[src/rtl/sbc_pkg.sv]
`default_nettype none
package sbc_pkg;

    // fixed field widths
    localparam int SPEED_W = 10;
    localparam int DUTY_W  = 10;
    localparam int PHASE_W = 2;
    localparam int STEP_W  = 3;
    localparam int MATCH_W = 8;
    localparam int APB_AW  = 5;
    localparam int APB_DW  = 32;

    // parameter defaults
    localparam int DEF_DUTY_BITS  = 10;
    localparam int DEF_DELAY_BITS = 16;

    // register reset values
    localparam int RST_MIN_DUTY   = 80;
    localparam int RST_START_DUTY = 200;
    localparam int RST_RAMP_INIT  = 5000;
    localparam int RST_RAMP_DEC   = 50;
    localparam int RST_RAMP_END   = 100;
    localparam int RST_DEBOUNCE   = 10;

    localparam logic [STEP_W-1:0] LAST_STEP = 3'd5;

    // phase codes
    localparam logic [PHASE_W-1:0] PH_A    = 2'd0;
    localparam logic [PHASE_W-1:0] PH_B    = 2'd1;
    localparam logic [PHASE_W-1:0] PH_C    = 2'd2;
    localparam logic [PHASE_W-1:0] PH_NONE = 2'd3;

    typedef enum logic [2:0] {
        REG_MIN_DUTY   = 3'd0,
        REG_START_DUTY = 3'd1,
        REG_RAMP_INIT  = 3'd2,
        REG_RAMP_DEC   = 3'd3,
        REG_RAMP_END   = 3'd4,
        REG_DEBOUNCE   = 3'd5
    } t_reg_idx;

    typedef struct packed {
        logic [PHASE_W-1:0] high;
        logic [PHASE_W-1:0] low;
        logic [PHASE_W-1:0] sense;
    } t_phases;

    // six-step commutation table
    function automatic t_phases step_phases(input logic [STEP_W-1:0] step);
        t_phases p;
        case (step)
            3'd0:    p = '{high: PH_A, low: PH_B, sense: PH_C};
            3'd1:    p = '{high: PH_A, low: PH_C, sense: PH_B};
            3'd2:    p = '{high: PH_B, low: PH_C, sense: PH_A};
            3'd3:    p = '{high: PH_B, low: PH_A, sense: PH_C};
            3'd4:    p = '{high: PH_C, low: PH_A, sense: PH_B};
            3'd5:    p = '{high: PH_C, low: PH_B, sense: PH_A};
            default: p = '{high: PH_NONE, low: PH_NONE, sense: PH_NONE};
        endcase
        return p;
    endfunction

endpackage
`default_nettype wire

[src/rtl/sbc_if.sv]
`default_nettype none
interface sbc_in_if;
    import sbc_pkg::*;
    logic               valid;
    logic               ready;
    logic               comparator_out;
    logic [SPEED_W-1:0] speed_command;

    modport source (output valid, output comparator_out, output speed_command, input ready);
    modport sink   (input valid, input comparator_out, input speed_command, output ready);
endinterface

interface sbc_out_if;
    import sbc_pkg::*;
    logic               valid;
    logic               ready;
    logic [PHASE_W-1:0] high_phase;
    logic [PHASE_W-1:0] low_phase;
    logic [PHASE_W-1:0] sense_phase;
    logic [DUTY_W-1:0]  duty_level;
    logic               commutated;
    logic               running;

    modport source (output valid, output high_phase, output low_phase, output sense_phase,
                    output duty_level, output commutated, output running, input ready);
    modport sink   (input valid, input high_phase, input low_phase, input sense_phase,
                    input duty_level, input commutated, input running, output ready);
endinterface
`default_nettype wire

[src/rtl/sbc_regs.sv]
`default_nettype none
module sbc_regs #(
    parameter int DUTY_BITS  = sbc_pkg::DEF_DUTY_BITS,
    parameter int DELAY_BITS = sbc_pkg::DEF_DELAY_BITS
) (
    input  wire logic                        i_clk,
    input  wire logic                        i_rst_n,
    input  wire logic                        psel,
    input  wire logic                        penable,
    input  wire logic                        pwrite,
    input  wire logic [sbc_pkg::APB_AW-1:0]  paddr,
    input  wire logic [sbc_pkg::APB_DW-1:0]  pwdata,
    output logic      [sbc_pkg::APB_DW-1:0]  prdata,
    output logic                             pready,
    output logic      [DUTY_BITS-1:0]        o_min_duty,
    output logic      [DUTY_BITS-1:0]        o_start_duty,
    output logic      [DELAY_BITS-1:0]       o_ramp_decrement,
    output logic      [DELAY_BITS-1:0]       o_ramp_end,
    output logic      [sbc_pkg::MATCH_W-1:0] o_debounce_samples
);
    import sbc_pkg::*;

    logic [DUTY_BITS-1:0]  r_min_duty;
    logic [DUTY_BITS-1:0]  r_start_duty;
    logic [DELAY_BITS-1:0] r_ramp_init;
    logic [DELAY_BITS-1:0] r_ramp_dec;
    logic [DELAY_BITS-1:0] r_ramp_end;
    logic [MATCH_W-1:0]    r_debounce;
    t_reg_idx              reg_idx;
    logic                  wr_en;

    assign reg_idx = t_reg_idx'(paddr[APB_AW-1:2]);
    assign wr_en   = psel && penable && pwrite;
    assign pready  = 1'b1;

    // ramp_initial is only readable here: the ramp reloads from its reset value
    always_ff @(posedge i_clk) begin
        if (!i_rst_n) begin
            r_min_duty   <= DUTY_BITS'(RST_MIN_DUTY);
            r_start_duty <= DUTY_BITS'(RST_START_DUTY);
            r_ramp_init  <= DELAY_BITS'(RST_RAMP_INIT);
            r_ramp_dec   <= DELAY_BITS'(RST_RAMP_DEC);
            r_ramp_end   <= DELAY_BITS'(RST_RAMP_END);
            r_debounce   <= MATCH_W'(RST_DEBOUNCE);
        end else if (wr_en) begin
            case (reg_idx)
                REG_MIN_DUTY:   r_min_duty   <= pwdata[DUTY_BITS-1:0];
                REG_START_DUTY: r_start_duty <= pwdata[DUTY_BITS-1:0];
                REG_RAMP_INIT:  r_ramp_init  <= pwdata[DELAY_BITS-1:0];
                REG_RAMP_DEC:   r_ramp_dec   <= pwdata[DELAY_BITS-1:0];
                REG_RAMP_END:   r_ramp_end   <= pwdata[DELAY_BITS-1:0];
                REG_DEBOUNCE:   r_debounce   <= pwdata[MATCH_W-1:0];
                default: ;
            endcase
        end
    end

    always_comb begin
        case (reg_idx)
            REG_MIN_DUTY:   prdata = APB_DW'(r_min_duty);
            REG_START_DUTY: prdata = APB_DW'(r_start_duty);
            REG_RAMP_INIT:  prdata = APB_DW'(r_ramp_init);
            REG_RAMP_DEC:   prdata = APB_DW'(r_ramp_dec);
            REG_RAMP_END:   prdata = APB_DW'(r_ramp_end);
            REG_DEBOUNCE:   prdata = APB_DW'(r_debounce);
            default:        prdata = '0;
        endcase
    end

    assign o_min_duty         = r_min_duty;
    assign o_start_duty       = r_start_duty;
    assign o_ramp_decrement   = r_ramp_dec;
    assign o_ramp_end         = r_ramp_end;
    assign o_debounce_samples = r_debounce;

endmodule
`default_nettype wire

[src/rtl/sensorless_bldc_commutator.sv]
// sensorless six-step bldc commutator
// i_tick (valid/ready): one transaction per motor tick, carrying the back-emf
// comparator sample and the speed command. o_res (valid/ready): one transaction
// per tick with the high, low and sense phase codes (3 = none), pwm duty,
// a commutation flag and the running flag.
// apb port: six 32-bit registers at byte addresses 0,4,..,20; writes take
// setup + access, pready is tied high, reads are combinational.
// an accepted tick waits in the input register until the result register is free,
// then its result is registered there and offered on o_res.
// throughput: one tick per cycle while o_res is not stalled, set by the single input
// register and the single result register with the state update between them.
// reset (synchronous, active low): registers return to defaults, the start
// ramp is armed with the reset ramp_initial, no phase is driven.
// a stalled receiver holds the result register; the input register still takes
// one more tick, after which i_tick.ready drops until o_res drains.
// writes to ramp_initial are stored and read back but never reload the ramp.
`default_nettype none
module sensorless_bldc_commutator #(
    parameter int DUTY_BITS  = sbc_pkg::DEF_DUTY_BITS,
    parameter int DELAY_BITS = sbc_pkg::DEF_DELAY_BITS
) (
    input  wire logic                       i_clk,
    input  wire logic                       i_rst_n,
    sbc_in_if.sink                          i_tick,
    sbc_out_if.source                       o_res,
    input  wire logic                       psel,
    input  wire logic                       penable,
    input  wire logic                       pwrite,
    input  wire logic [sbc_pkg::APB_AW-1:0] paddr,
    input  wire logic [sbc_pkg::APB_DW-1:0] pwdata,
    output logic      [sbc_pkg::APB_DW-1:0] prdata,
    output logic                            pready
);
    import sbc_pkg::*;

    // duty compare runs at the wider of command and duty widths
    localparam int CMP_W = (DUTY_BITS > SPEED_W) ? DUTY_BITS : SPEED_W;
    localparam logic [CMP_W-1:0] DUTY_MASK = CMP_W'({DUTY_BITS{1'b1}});

    // configuration
    logic [DUTY_BITS-1:0]  min_duty;
    logic [DUTY_BITS-1:0]  start_duty;
    logic [DELAY_BITS-1:0] ramp_dec;
    logic [DELAY_BITS-1:0] ramp_end;
    logic [MATCH_W-1:0]    debounce;

    sbc_regs #(
        .DUTY_BITS  (DUTY_BITS),
        .DELAY_BITS (DELAY_BITS)
    ) u_regs (
        .i_clk              (i_clk),
        .i_rst_n            (i_rst_n),
        .psel               (psel),
        .penable            (penable),
        .pwrite             (pwrite),
        .paddr              (paddr),
        .pwdata             (pwdata),
        .prdata             (prdata),
        .pready             (pready),
        .o_min_duty         (min_duty),
        .o_start_duty       (start_duty),
        .o_ramp_decrement   (ramp_dec),
        .o_ramp_end         (ramp_end),
        .o_debounce_samples (debounce)
    );

    // input register
    logic               r_s1_valid;
    logic               r_s1_cmp;
    logic [SPEED_W-1:0] r_s1_speed;

    // commutation state
    logic [STEP_W-1:0]     r_next_step,   n_next_step;
    logic [STEP_W-1:0]     r_applied,     n_applied;
    logic                  r_drive_on,    n_drive_on;
    logic                  r_closed_loop, n_closed_loop;
    logic [DELAY_BITS-1:0] r_ramp_period, n_ramp_period;
    logic [DELAY_BITS-1:0] r_delay_left,  n_delay_left;
    logic [MATCH_W-1:0]    r_match_count, n_match_count;

    // result register
    logic               r_out_valid;
    t_phases            r_out_ph,   n_out_ph;
    logic [DUTY_W-1:0]  r_out_duty, n_out_duty;
    logic               r_out_com,  n_out_com;
    logic               r_out_run;

    logic                  ld_out;
    logic                  in_ready;
    logic                  do_com;
    logic [DELAY_BITS-1:0] shrunk;
    logic [MATCH_W-1:0]    need;
    logic [MATCH_W-1:0]    match_inc;
    logic [CMP_W-1:0]      speed_x;
    logic [CMP_W-1:0]      min_x;
    logic [CMP_W-1:0]      duty_x;

    // handshake: result register frees when empty or taken this cycle
    assign ld_out   = r_s1_valid && (!r_out_valid || o_res.ready);
    assign in_ready = !r_s1_valid || ld_out;
    assign i_tick.ready = in_ready;

    assign shrunk    = (r_ramp_period > ramp_dec) ? r_ramp_period - ramp_dec : '0;
    assign need      = (debounce == '0) ? MATCH_W'(1) : debounce;
    assign match_inc = r_match_count + MATCH_W'(1);

    // one tick of the commutation state machine
    always_comb begin
        n_next_step   = r_next_step;
        n_applied     = r_applied;
        n_drive_on    = r_drive_on;
        n_closed_loop = r_closed_loop;
        n_ramp_period = r_ramp_period;
        n_delay_left  = r_delay_left;
        n_match_count = r_match_count;
        do_com        = 1'b0;

        if (!r_closed_loop) begin
            if (r_ramp_period <= ramp_end) begin
                // ramp already short enough: hand over without commutating
                n_closed_loop = 1'b1;
                n_match_count = '0;
            end else if (r_delay_left != '0) begin
                n_delay_left = r_delay_left - DELAY_BITS'(1);
            end else begin
                do_com        = 1'b1;
                n_ramp_period = shrunk;
                n_delay_left  = shrunk;
                if (shrunk <= ramp_end) begin
                    n_closed_loop = 1'b1;
                    n_match_count = '0;
                end
            end
        end else if (r_s1_cmp == r_next_step[0]) begin
            // expected level: high on odd pending step, low on even
            if (match_inc >= need) begin
                do_com        = 1'b1;
                n_match_count = '0;
            end else begin
                n_match_count = match_inc;
            end
        end

        if (do_com) begin
            n_applied   = r_next_step;
            n_drive_on  = 1'b1;
            n_next_step = (r_next_step >= LAST_STEP) ? '0 : r_next_step + STEP_W'(1);
        end
    end

    // result payload
    assign speed_x = CMP_W'(r_s1_speed);
    assign min_x   = CMP_W'(min_duty);

    always_comb begin
        if (n_closed_loop) begin
            duty_x = (speed_x < min_x) ? min_x : speed_x;
        end else begin
            duty_x = CMP_W'(start_duty);
        end
        n_out_duty = DUTY_W'(duty_x & DUTY_MASK);
        n_out_com  = do_com;
        if (n_drive_on) begin
            n_out_ph = step_phases(n_applied);
        end else begin
            n_out_ph = '{high: PH_NONE, low: PH_NONE, sense: PH_NONE};
        end
    end

    // control registers
    always_ff @(posedge i_clk) begin
        if (!i_rst_n) begin
            r_s1_valid    <= 1'b0;
            r_out_valid   <= 1'b0;
            r_next_step   <= '0;
            r_applied     <= '0;
            r_drive_on    <= 1'b0;
            r_closed_loop <= 1'b0;
            r_ramp_period <= DELAY_BITS'(RST_RAMP_INIT);
            r_delay_left  <= DELAY_BITS'(RST_RAMP_INIT);
            r_match_count <= '0;
        end else begin
            if (i_tick.valid && in_ready) begin
                r_s1_valid <= 1'b1;
            end else if (ld_out) begin
                r_s1_valid <= 1'b0;
            end

            if (ld_out) begin
                r_out_valid <= 1'b1;
            end else if (o_res.ready) begin
                r_out_valid <= 1'b0;
            end

            if (ld_out) begin
                r_next_step   <= n_next_step;
                r_applied     <= n_applied;
                r_drive_on    <= n_drive_on;
                r_closed_loop <= n_closed_loop;
                r_ramp_period <= n_ramp_period;
                r_delay_left  <= n_delay_left;
                r_match_count <= n_match_count;
            end
        end
    end

    // payload registers
    always_ff @(posedge i_clk) begin
        if (i_tick.valid && in_ready) begin
            r_s1_cmp   <= i_tick.comparator_out;
            r_s1_speed <= i_tick.speed_command;
        end
        if (ld_out) begin
            r_out_ph   <= n_out_ph;
            r_out_duty <= n_out_duty;
            r_out_com  <= n_out_com;
            r_out_run  <= n_closed_loop;
        end
    end

    assign o_res.valid       = r_out_valid;
    assign o_res.high_phase  = r_out_ph.high;
    assign o_res.low_phase   = r_out_ph.low;
    assign o_res.sense_phase = r_out_ph.sense;
    assign o_res.duty_level  = r_out_duty;
    assign o_res.commutated  = r_out_com;
    assign o_res.running     = r_out_run;

`ifndef NO_ASSERTIONS
    // a commutation always leaves a driven phase pattern
    a_com_drives: assert property (@(posedge i_clk) disable iff (!i_rst_n)
        (o_res.valid && o_res.commutated) |-> (o_res.high_phase != PH_NONE))
        else $error("commutation reported with no phase driven");

    // closed loop is never left once entered
    a_loop_sticky: assert property (@(posedge i_clk) disable iff (!i_rst_n)
        !$fell(r_closed_loop))
        else $error("closed loop dropped back to start ramp");

    // match counter only moves in closed loop
    a_match_idle: assert property (@(posedge i_clk) disable iff (!i_rst_n)
        !r_closed_loop |-> (r_match_count == '0))
        else $error("match count moved during start ramp");

    // state only changes when a result is loaded
    a_state_hold: assert property (@(posedge i_clk) disable iff (!i_rst_n)
        $past(!ld_out) && $past(i_rst_n) |-> $stable(r_delay_left) && $stable(r_next_step))
        else $error("commutation state changed without a tick");
`endif

endmodule
`default_nettype wire

[src/flat_wrapper.sv]
// flat-port wrapper written by rule: the top's interface ports become plain ports
module sensorless_bldc_commutator_flat import sbc_pkg::*;
#(
    parameter int DUTY_BITS  = sbc_pkg::DEF_DUTY_BITS,
    parameter int DELAY_BITS = sbc_pkg::DEF_DELAY_BITS
)
  (i_clk, i_rst_n, psel, penable, pwrite, paddr, pwdata, prdata, pready, i_tick_valid, i_tick_comparator_out, i_tick_speed_command, i_tick_ready, o_res_valid, o_res_high_phase, o_res_low_phase, o_res_sense_phase, o_res_duty_level, o_res_commutated, o_res_running, o_res_ready);
  sbc_in_if i_tick_i ();
  sbc_out_if o_res_i ();
  input  wire logic i_clk;
  input  wire logic i_rst_n;
  input  wire logic psel;
  input  wire logic penable;
  input  wire logic pwrite;
  input  wire logic [sbc_pkg::APB_AW-1:0] paddr;
  input  wire logic [sbc_pkg::APB_DW-1:0] pwdata;
  output logic      [sbc_pkg::APB_DW-1:0] prdata;
  output logic pready;
  input wire logic [$bits(i_tick_i.valid)-1:0] i_tick_valid;
  input wire logic [$bits(i_tick_i.comparator_out)-1:0] i_tick_comparator_out;
  input wire logic [$bits(i_tick_i.speed_command)-1:0] i_tick_speed_command;
  output wire logic [$bits(i_tick_i.ready)-1:0] i_tick_ready;
  output wire logic [$bits(o_res_i.valid)-1:0] o_res_valid;
  output wire logic [$bits(o_res_i.high_phase)-1:0] o_res_high_phase;
  output wire logic [$bits(o_res_i.low_phase)-1:0] o_res_low_phase;
  output wire logic [$bits(o_res_i.sense_phase)-1:0] o_res_sense_phase;
  output wire logic [$bits(o_res_i.duty_level)-1:0] o_res_duty_level;
  output wire logic [$bits(o_res_i.commutated)-1:0] o_res_commutated;
  output wire logic [$bits(o_res_i.running)-1:0] o_res_running;
  input wire logic [$bits(o_res_i.ready)-1:0] o_res_ready;
  assign i_tick_i.valid = i_tick_valid;
  assign i_tick_i.comparator_out = i_tick_comparator_out;
  assign i_tick_i.speed_command = i_tick_speed_command;
  assign i_tick_ready = i_tick_i.ready;
  assign o_res_valid = o_res_i.valid;
  assign o_res_high_phase = o_res_i.high_phase;
  assign o_res_low_phase = o_res_i.low_phase;
  assign o_res_sense_phase = o_res_i.sense_phase;
  assign o_res_duty_level = o_res_i.duty_level;
  assign o_res_commutated = o_res_i.commutated;
  assign o_res_running = o_res_i.running;
  assign o_res_i.ready = o_res_ready;
  sensorless_bldc_commutator #(.DUTY_BITS(DUTY_BITS), .DELAY_BITS(DELAY_BITS)) u_core (.i_clk(i_clk), .i_rst_n(i_rst_n), .i_tick(i_tick_i), .o_res(o_res_i), .psel(psel), .penable(penable), .pwrite(pwrite), .paddr(paddr), .pwdata(pwdata), .prdata(prdata), .pready(pready));
endmodule
[config.mk]
export PLATFORM = sky130hd
export DESIGN_NAME = sensorless_bldc_commutator_flat
export DESIGN_NICKNAME = d
export VERILOG_FILES = /design/src/rtl/sbc_pkg.sv /design/src/rtl/sbc_if.sv /design/src/rtl/sbc_regs.sv /design/src/rtl/sensorless_bldc_commutator.sv /design/src/flat_wrapper.sv
export SDC_FILE = /design/constraint.sdc
export NUM_CORES = 1
export LEC_CHECK = 0
export BUFFER_PORTS_ARGS = -buffer_cell sky130_fd_sc_hd__clkbuf_2
export CORE_MARGIN = 1.5
export CORE_UTILIZATION = 50
export DETAILED_ROUTE_END_ITERATION = 10
export PLACE_DENSITY = 0.7
export SKIP_CTS_REPAIR_TIMING = 1
export SLEW_MARGIN = 20
export SYNTH_ARGS = -nofsm -noshare
export SYNTH_HDL_FRONTEND = slang
export SYNTH_SLANG_ARGS = --single-unit
[constraint.sdc]
create_clock -name i_clk -period 5.49 [get_ports i_clk]
set_clock_uncertainty 0.2 [all_clocks]
set_input_delay 1.098 -clock i_clk [delete_from_list [all_inputs] [get_ports i_clk]]
set_output_delay 1.098 -clock i_clk [all_outputs]
set_load 0.03 [all_outputs]
Word level (Yosys, flattened, before mapping)
Cells that the tools add are included.
- register bits: 155
- output and inout bits: 53
- word-level logic and storage cells: 103
- add/subtract/negate cells: 4
- order comparisons: 6
- equal/unequal tests: 13
- muxes and demuxes: 29
- bitwise operators: 3
- reduce and logical (&&, ||, !) cells: 25
- operators by type and width (cell ; number):
    16-bit one-hot mux with 6 select lines ; 1
    8-bit two-way mux ; 7
    6-bit one-hot mux with 6 select lines ; 1
    16-bit less-or-equal comparator ; 2
    16-bit two-way mux ; 2
    10-bit two-way mux ; 2
    16-bit > comparator ; 1
    16-bit nonzero test ; 1
    16-bit by 1-bit subtractor with 16-bit output, second input constant ; 1
    16-bit subtractor ; 1
    1-bit two-way mux ; 14
    2-bit AND reduction ; 7
    3-bit by 2-bit equality test with 1-bit output, second input constant ; 4
    3-bit equality test, second input constant ; 4
    10-bit less-than comparator ; 1
    8-bit by 1-bit adder with 8-bit output, second input constant ; 1
    8-bit greater-or-equal comparator ; 1
    8-bit zero test ; 1
    4-bit AND reduction ; 2
    3-bit by 1-bit equality test with 1-bit output, second input constant ; 2
    3-bit zero test ; 2
    3-bit two-way mux ; 2
    1-bit logical AND ; 4
    2-bit nonzero test ; 2
    other kinds (10) ; 14

Longest topological paths before layout
- word-level depth: 9
- depth in mapped cells: 21
- gate-level depth less buffers: 20

Modules after synthesis
Synthesis repeated with hierarchy kept, for this count alone.
- cell total of the unflattened synthesis: 1050
- area, all modules: 9416.5 um^2
- modules (own cells, without submodules) (module ; instances ; cells an instance ; area an instance (um^2)):
    sensorless_bldc_commutator ; 1 ; 666 ; 5746.8
    sbc_regs ; 1 ; 384 ; 3669.8

Worst setup path after synthesis
No wires, ideal clock.
- path kind: reg-to-reg
- from: register u_core.r_ramp_period[0]
- to: register u_core.r_out_duty[0], in the netlist u_core.o_res.duty_level[0] (data pin)
- setup time: 0.258 ns
- arrival time: 3.956 ns
- data required time: 5.032 ns
- path slack: 1.076 ns
- stages on the path, launching flop included: 21
- path buffers: 2
- cell sequence: dfxtp_1 inv_1 ha_1 inv_1 fa_1 a211oi_1 o21ai_0 a21oi_1 o211a_1 nor2_1 clkbuf_1 and2_1 ha_1 nand4_1 or2_2 or3_1 o31a_1 o21a_1 inv_1 buf_4 a21oi_1
- word-level cells in the longest chain between the ends: 8
- elaborated cells on any way between the ends: 10
- ends and longest elaborated chain (what ; RTL line ; source):
    start, declared ; sensorless_bldc_commutator.sv:77 ; logic [DELAY_BITS-1:0] r_ramp_period, n_ramp_period;
    start signal, assigned ; sensorless_bldc_commutator.sv:179 ; r_ramp_period <= DELAY_BITS'(RST_RAMP_INIT);
    start signal, assigned ; sensorless_bldc_commutator.sv:200 ; r_ramp_period <= n_ramp_period;
    16-bit subtractor / 16-bit > comparator (equally long branches) ; sensorless_bldc_commutator.sv:103 ; assign shrunk = (r_ramp_period > ramp_dec) ? r_ramp_period - ramp_dec : '0;
    16-bit two-way mux * ; sensorless_bldc_commutator.sv:103 ;
    via u_core.shrunk[12] ; sensorless_bldc_commutator.sv:91 ; logic [DELAY_BITS-1:0] shrunk;
    16-bit less-or-equal comparator * ; sensorless_bldc_commutator.sv:129 ; if (shrunk <= ramp_end) begin
    1-bit two-way mux * ; sensorless_bldc_commutator.sv:129 ;
    1-bit two-way mux * ; sensorless_bldc_commutator.sv:123 ; end else if (r_delay_left != '0) begin
    1-bit two-way mux * ; sensorless_bldc_commutator.sv:119 ; if (r_ramp_period <= ramp_end) begin
    1-bit two-way mux * ; sensorless_bldc_commutator.sv:118 ; if (!r_closed_loop) begin
    via u_core.n_closed_loop ; sensorless_bldc_commutator.sv:76 ; logic r_closed_loop, n_closed_loop;
    10-bit two-way mux * ; sensorless_bldc_commutator.sv:156 ; if (n_closed_loop) begin
    via u_core.duty_x[0] ; sensorless_bldc_commutator.sv:96 ; logic [CMP_W-1:0] duty_x;
    end signal, assigned ; sensorless_bldc_commutator.sv:215 ; r_out_duty <= n_out_duty;
    end, declared ; sensorless_bldc_commutator.sv:84 ; logic [DUTY_W-1:0] r_out_duty, n_out_duty;
The timed path passes the listed nets; every way through them passes the cells marked *.
A chain may end at the register's enable or synchronous reset.

Worst setup path in the final report
- from: register u_core.u_regs.r_ramp_dec[0], in the netlist u_core.u_regs.o_ramp_decrement[0]
- to: register u_core.r_match_count[0]
- word-level cells in the longest chain between the ends: 5
- elaborated cells on any way between the ends: 6
- ends and longest elaborated chain (what ; RTL line ; source):
    start, declared ; sbc_regs.sv:26 ; logic [DELAY_BITS-1:0] r_ramp_dec;
    start signal, assigned ; sbc_regs.sv:42 ; r_ramp_dec <= DELAY_BITS'(RST_RAMP_DEC);
    start signal, assigned ; sbc_regs.sv:50 ; REG_RAMP_DEC: r_ramp_dec <= pwdata[DELAY_BITS-1:0];
    16-bit subtractor / 16-bit > comparator (equally long branches) ; sensorless_bldc_commutator.sv:103 ;
    16-bit two-way mux * ; sensorless_bldc_commutator.sv:103 ;
    via u_core.shrunk[14] ; sensorless_bldc_commutator.sv:91 ;
    16-bit less-or-equal comparator * ; sensorless_bldc_commutator.sv:129 ;
    3-bit nonzero test (no line) * ; -- ;
    4-bit AND reduction (no line) * ; -- ;
    end signal, assigned ; sensorless_bldc_commutator.sv:202 ; r_match_count <= n_match_count;
    end, declared ; sensorless_bldc_commutator.sv:79 ; logic [MATCH_W-1:0] r_match_count, n_match_count;
Marks and branches as above.

==> run_results.csv <==
group,metric,value,unit
routing,ant_nets,0,
global_route,grtUsageMet2,40.1,%
global_route,grt.total_usage,25.0,%
worst_setup_path,end_kind,"register",
floorplan,die_w,138,µm
finish,nNetsFinal,1286,
yosys,synth-main-ff-cell,"dfxtp_1",
floorplan,coreArea,18000,µm²
sta,max_freq,197,MHz
sta,drv_slew,0,
floorplan,rows,49,
routing,post_drt_via_cell_ratio,5.79,
finish,final_cell_mix,"nand2_1, dfxtp_1, a21oi_1",
sta,hold_viol,0,
global_route,top_usage_layer,"met2",
clock_network,clock-root-buffer,"clkbuf_16",
routing,finalWirelength,23900,µm
power_and_ir_drop,power_leakage,4.19,nW
finish,layout_commonest_cell,"nand2_1",
power_and_ir_drop,ir_worst_vdd,0.224,mV
clock_network,worstSkewPairLatency,440,ps
placement,placed_cells,1371,
placement,io_buffers,72,
global_route,grt_pass1_vias,7688,
finish,num-fill-cells,1701,
finish,final_cells,1403,
yosys,ys_seq_elements,155,
global_route,grt.overflow.total,0,
global_route,grtUsageMet3,4.95,%
global_route,grt_pass1_wl,39000,µm
worst_setup_path,start_kind,"register",
yosys,synthCells,1106,
sta,setup_viol,0,
global_route,grt_max_degree,48,
worst_setup_path,critPathArrivalTime,5200,ps
worst_setup_path,reg2reg_from,"u_core.u_regs.o_ramp_decrement[0]",
power_and_ir_drop,cellPowerDensity,260,nW/µm²
sta,fin_crit,5080,ps
worst_setup_path,endpoint,"u_core.r_match_count[0]",
finish,drive_above_1_share,12.3,%
worst_setup_path,r2r_cells,18,
worst_setup_path,required,5610,ps
yosys,seq_area_frac_synth,37.1,%
yosys,avgSynthCellArea,8.27,µm²
sta,rsz0062_at_grt,"false",
clock_network,clock_path_buffers,2,
yosys,synthTopCellsByArea,"dfxtp_1, edfxtp_1, ha_1",
global_route,antenna_found_initial,0,
status,outcome,"complete, no violations",
worst_setup_path,reg2reg_setup_slack,410,ps
routing,drtIter0Drc,596,
yosys,yosysWarningCount,0,
floorplan,die-area,19100,µm²
placement,hpwl,17400,µm
sta,relSlewSlack,35.6,%
clock_network,cts_sinks,155,
clock_network,cts_made_buffers,17,
worst_setup_path,path_class,"register to register",
finish,diodes,0,
worst_setup_path,crit_path_start,"u_core.u_regs.o_ramp_decrement[0]",
sta,worst_slew_pin_slew,963,ps
flow_run,cap_violations,0,
routing,routedWlPerCell,17.0,µm
yosys,yosysTopAreaCellShare,27.6,%
floorplan,dieHeight,138,µm
floorplan,start_util,50.9,%
yosys,synth_edf_count,29,
worst_setup_path,rr_endpoint,"u_core.r_match_count[0]",
yosys,async_reset_ff_share,0,%
floorplan,num_io_pins,108,
finish,area_growth,12.3,%
clock_network,htree_num_levels,4,
placement,place_area,9660,µm²
routing,firstDrtPassIters,5,
clock_network,cts_tree,"yes",
sta,fin_crit_sh,92.6,%
worst_hold_path,min_path_type,"register to register",
placement,globalplace.congestion,0.915,
global_route,globalRouteMet1Util,33.7,%
worst_setup_path,crit_fanout,7,
yosys,yosysUniqueCellTypes,73,
routing,dr_total_vias,8117,
sta,tns,0,ps
finish,final_area,10300,µm²
yosys,synth_area,9140,µm²
yosys,synth.largest_area_cell,"dfxtp_1",
clock_network,clk_pin_slew,70,ps
routing,route.detailed.drc,0,
area by class of cell:
type	instances	area, µm²	share of cell area (%)
Inverter	74	278	2.71
Clock inverter	14	178	1.73
Multi-Input combinational cell	826	5220	50.8
Tap cell	229	287	2.79
Timing Repair Buffer	87	485	4.73
Sequential cell	155	3390	33.0
Clock buffer	18	429	4.18
how the worst min path moves through the flow:
stage | depth (start not counted) | from | to | slack (ps)
floorplan | 2 | u_core.u_regs.r_ramp_init[5] | u_core.u_regs.r_ramp_init[5] | 230
global placement | 2 | u_core.u_regs.o_ramp_end[1] | u_core.u_regs.o_ramp_end[1] | 240
detailed placement | 2 | u_core.u_regs.r_ramp_init[15] | u_core.u_regs.r_ramp_init[15] | 250
CTS | 2 | u_core.u_regs.r_ramp_init[15] | u_core.u_regs.r_ramp_init[15] | 260
global route | 2 | u_core.u_regs.r_ramp_init[2] | u_core.u_regs.r_ramp_init[2] | 280
finish | 2 | u_core.u_regs.r_ramp_init[5] | u_core.u_regs.r_ramp_init[5] | 250
metrics by stage:
step | utilization, % | total power, mW | hold WS (ps) | setup slack, ps
2_1_floorplan | - | 1.39 | 233 | 1080
3_3_place_gp | 53.7 | 1.46 | 241 | 420
3_5_place_dp | 53.8 | 1.46 | 247 | 366
4_1_cts | 57.1 | 2.68 | 256 | 324
5_1_grt | 57.2 | 2.75 | 279 | 95.3
6_report | 57.2 | 2.67 | 255 | 406
worst max-delay path: stages (launching register included):
cell       delay [ps]
dfxtp_1           390
ha_1              180
inv_1              50
fa_1              430
a211oi_2          340
o211ai_1          200
a2111oi_0         490
o31ai_1           170
xor2_1            200
and2_1            190
ha_1              290
nand4_1            80
or2_2             310
or3_1             380
o31a_1            140
o21a_1            290
inv_1             230
a21oi_1           120
mux2_2            290
logic make-up after synthesis:
family                   share of synthesized area, %
AND/OR/NAND/NOR                                  20.3
XOR/XNOR                                         2.49
multiplexers                                     6.29
adder cells (fa/ha/maj)                          9.66
buffers and inverters                            6.66
AO/OA/AOI/OAI                                    17.4
other                                          0.0821
flip-flops                                       37.1
per-layer routing:
layer	share of wire, %	up-vias
li1	-	4000
met1	46	3824
met2	46	251
met3	5.7	42
met4	2.5	0
met5	0	-
flip-flops by register name (all words and copies together) (netlist names), 2 cells and up:
name	flops
u_core.o_res.low_phase	2
u_core.u_regs.o_debounce_samples	8
u_core.u_regs.o_ramp_decrement	16
u_core.o_res.high_phase	2
u_core.r_match_count	8
u_core.r_applied	3
u_core.r_next_step	3
u_core.u_regs.r_ramp_init	16
u_core.o_res.sense_phase	2
u_core.r_ramp_period	16
u_core.u_regs.o_start_duty	10
u_core.u_regs.o_ramp_end	16
u_core.o_res.duty_level	10
u_core.r_delay_left	16
u_core.r_s1_speed	10
u_core.u_regs.o_min_duty	10
Yosys cell counts (11+ instances only):
cell        n
buf_4      20
ha_1       69
xnor2_1    13
nor3_1     23
nor2_1     76
dfxtp_1   126
edfxtp_1   29
inv_1      73
or3_1      11
xor2_1     13
nand2_1   176
nand3_1    43
a211oi_1   13
mux2i_1    44
clkbuf_1   40
o211ai_1   15
o21ai_0    57
nand4_1    19
a21oi_1    98
power breakdown:
group | switching (mW) | leakage [nW] | total, mW | internal (mW)
Combinational | 0.171 | 2.62 | 0.250 | 0.0792
Sequential | 0.0128 | 1.27 | 1.19 | 1.18
Clock | 0.536 | 0.297 | 1.23 | 0.689
Total | 0.720 | 4.19 | 2.67 | 1.95
No activity file was read; power rests on OpenSTA's default activity.
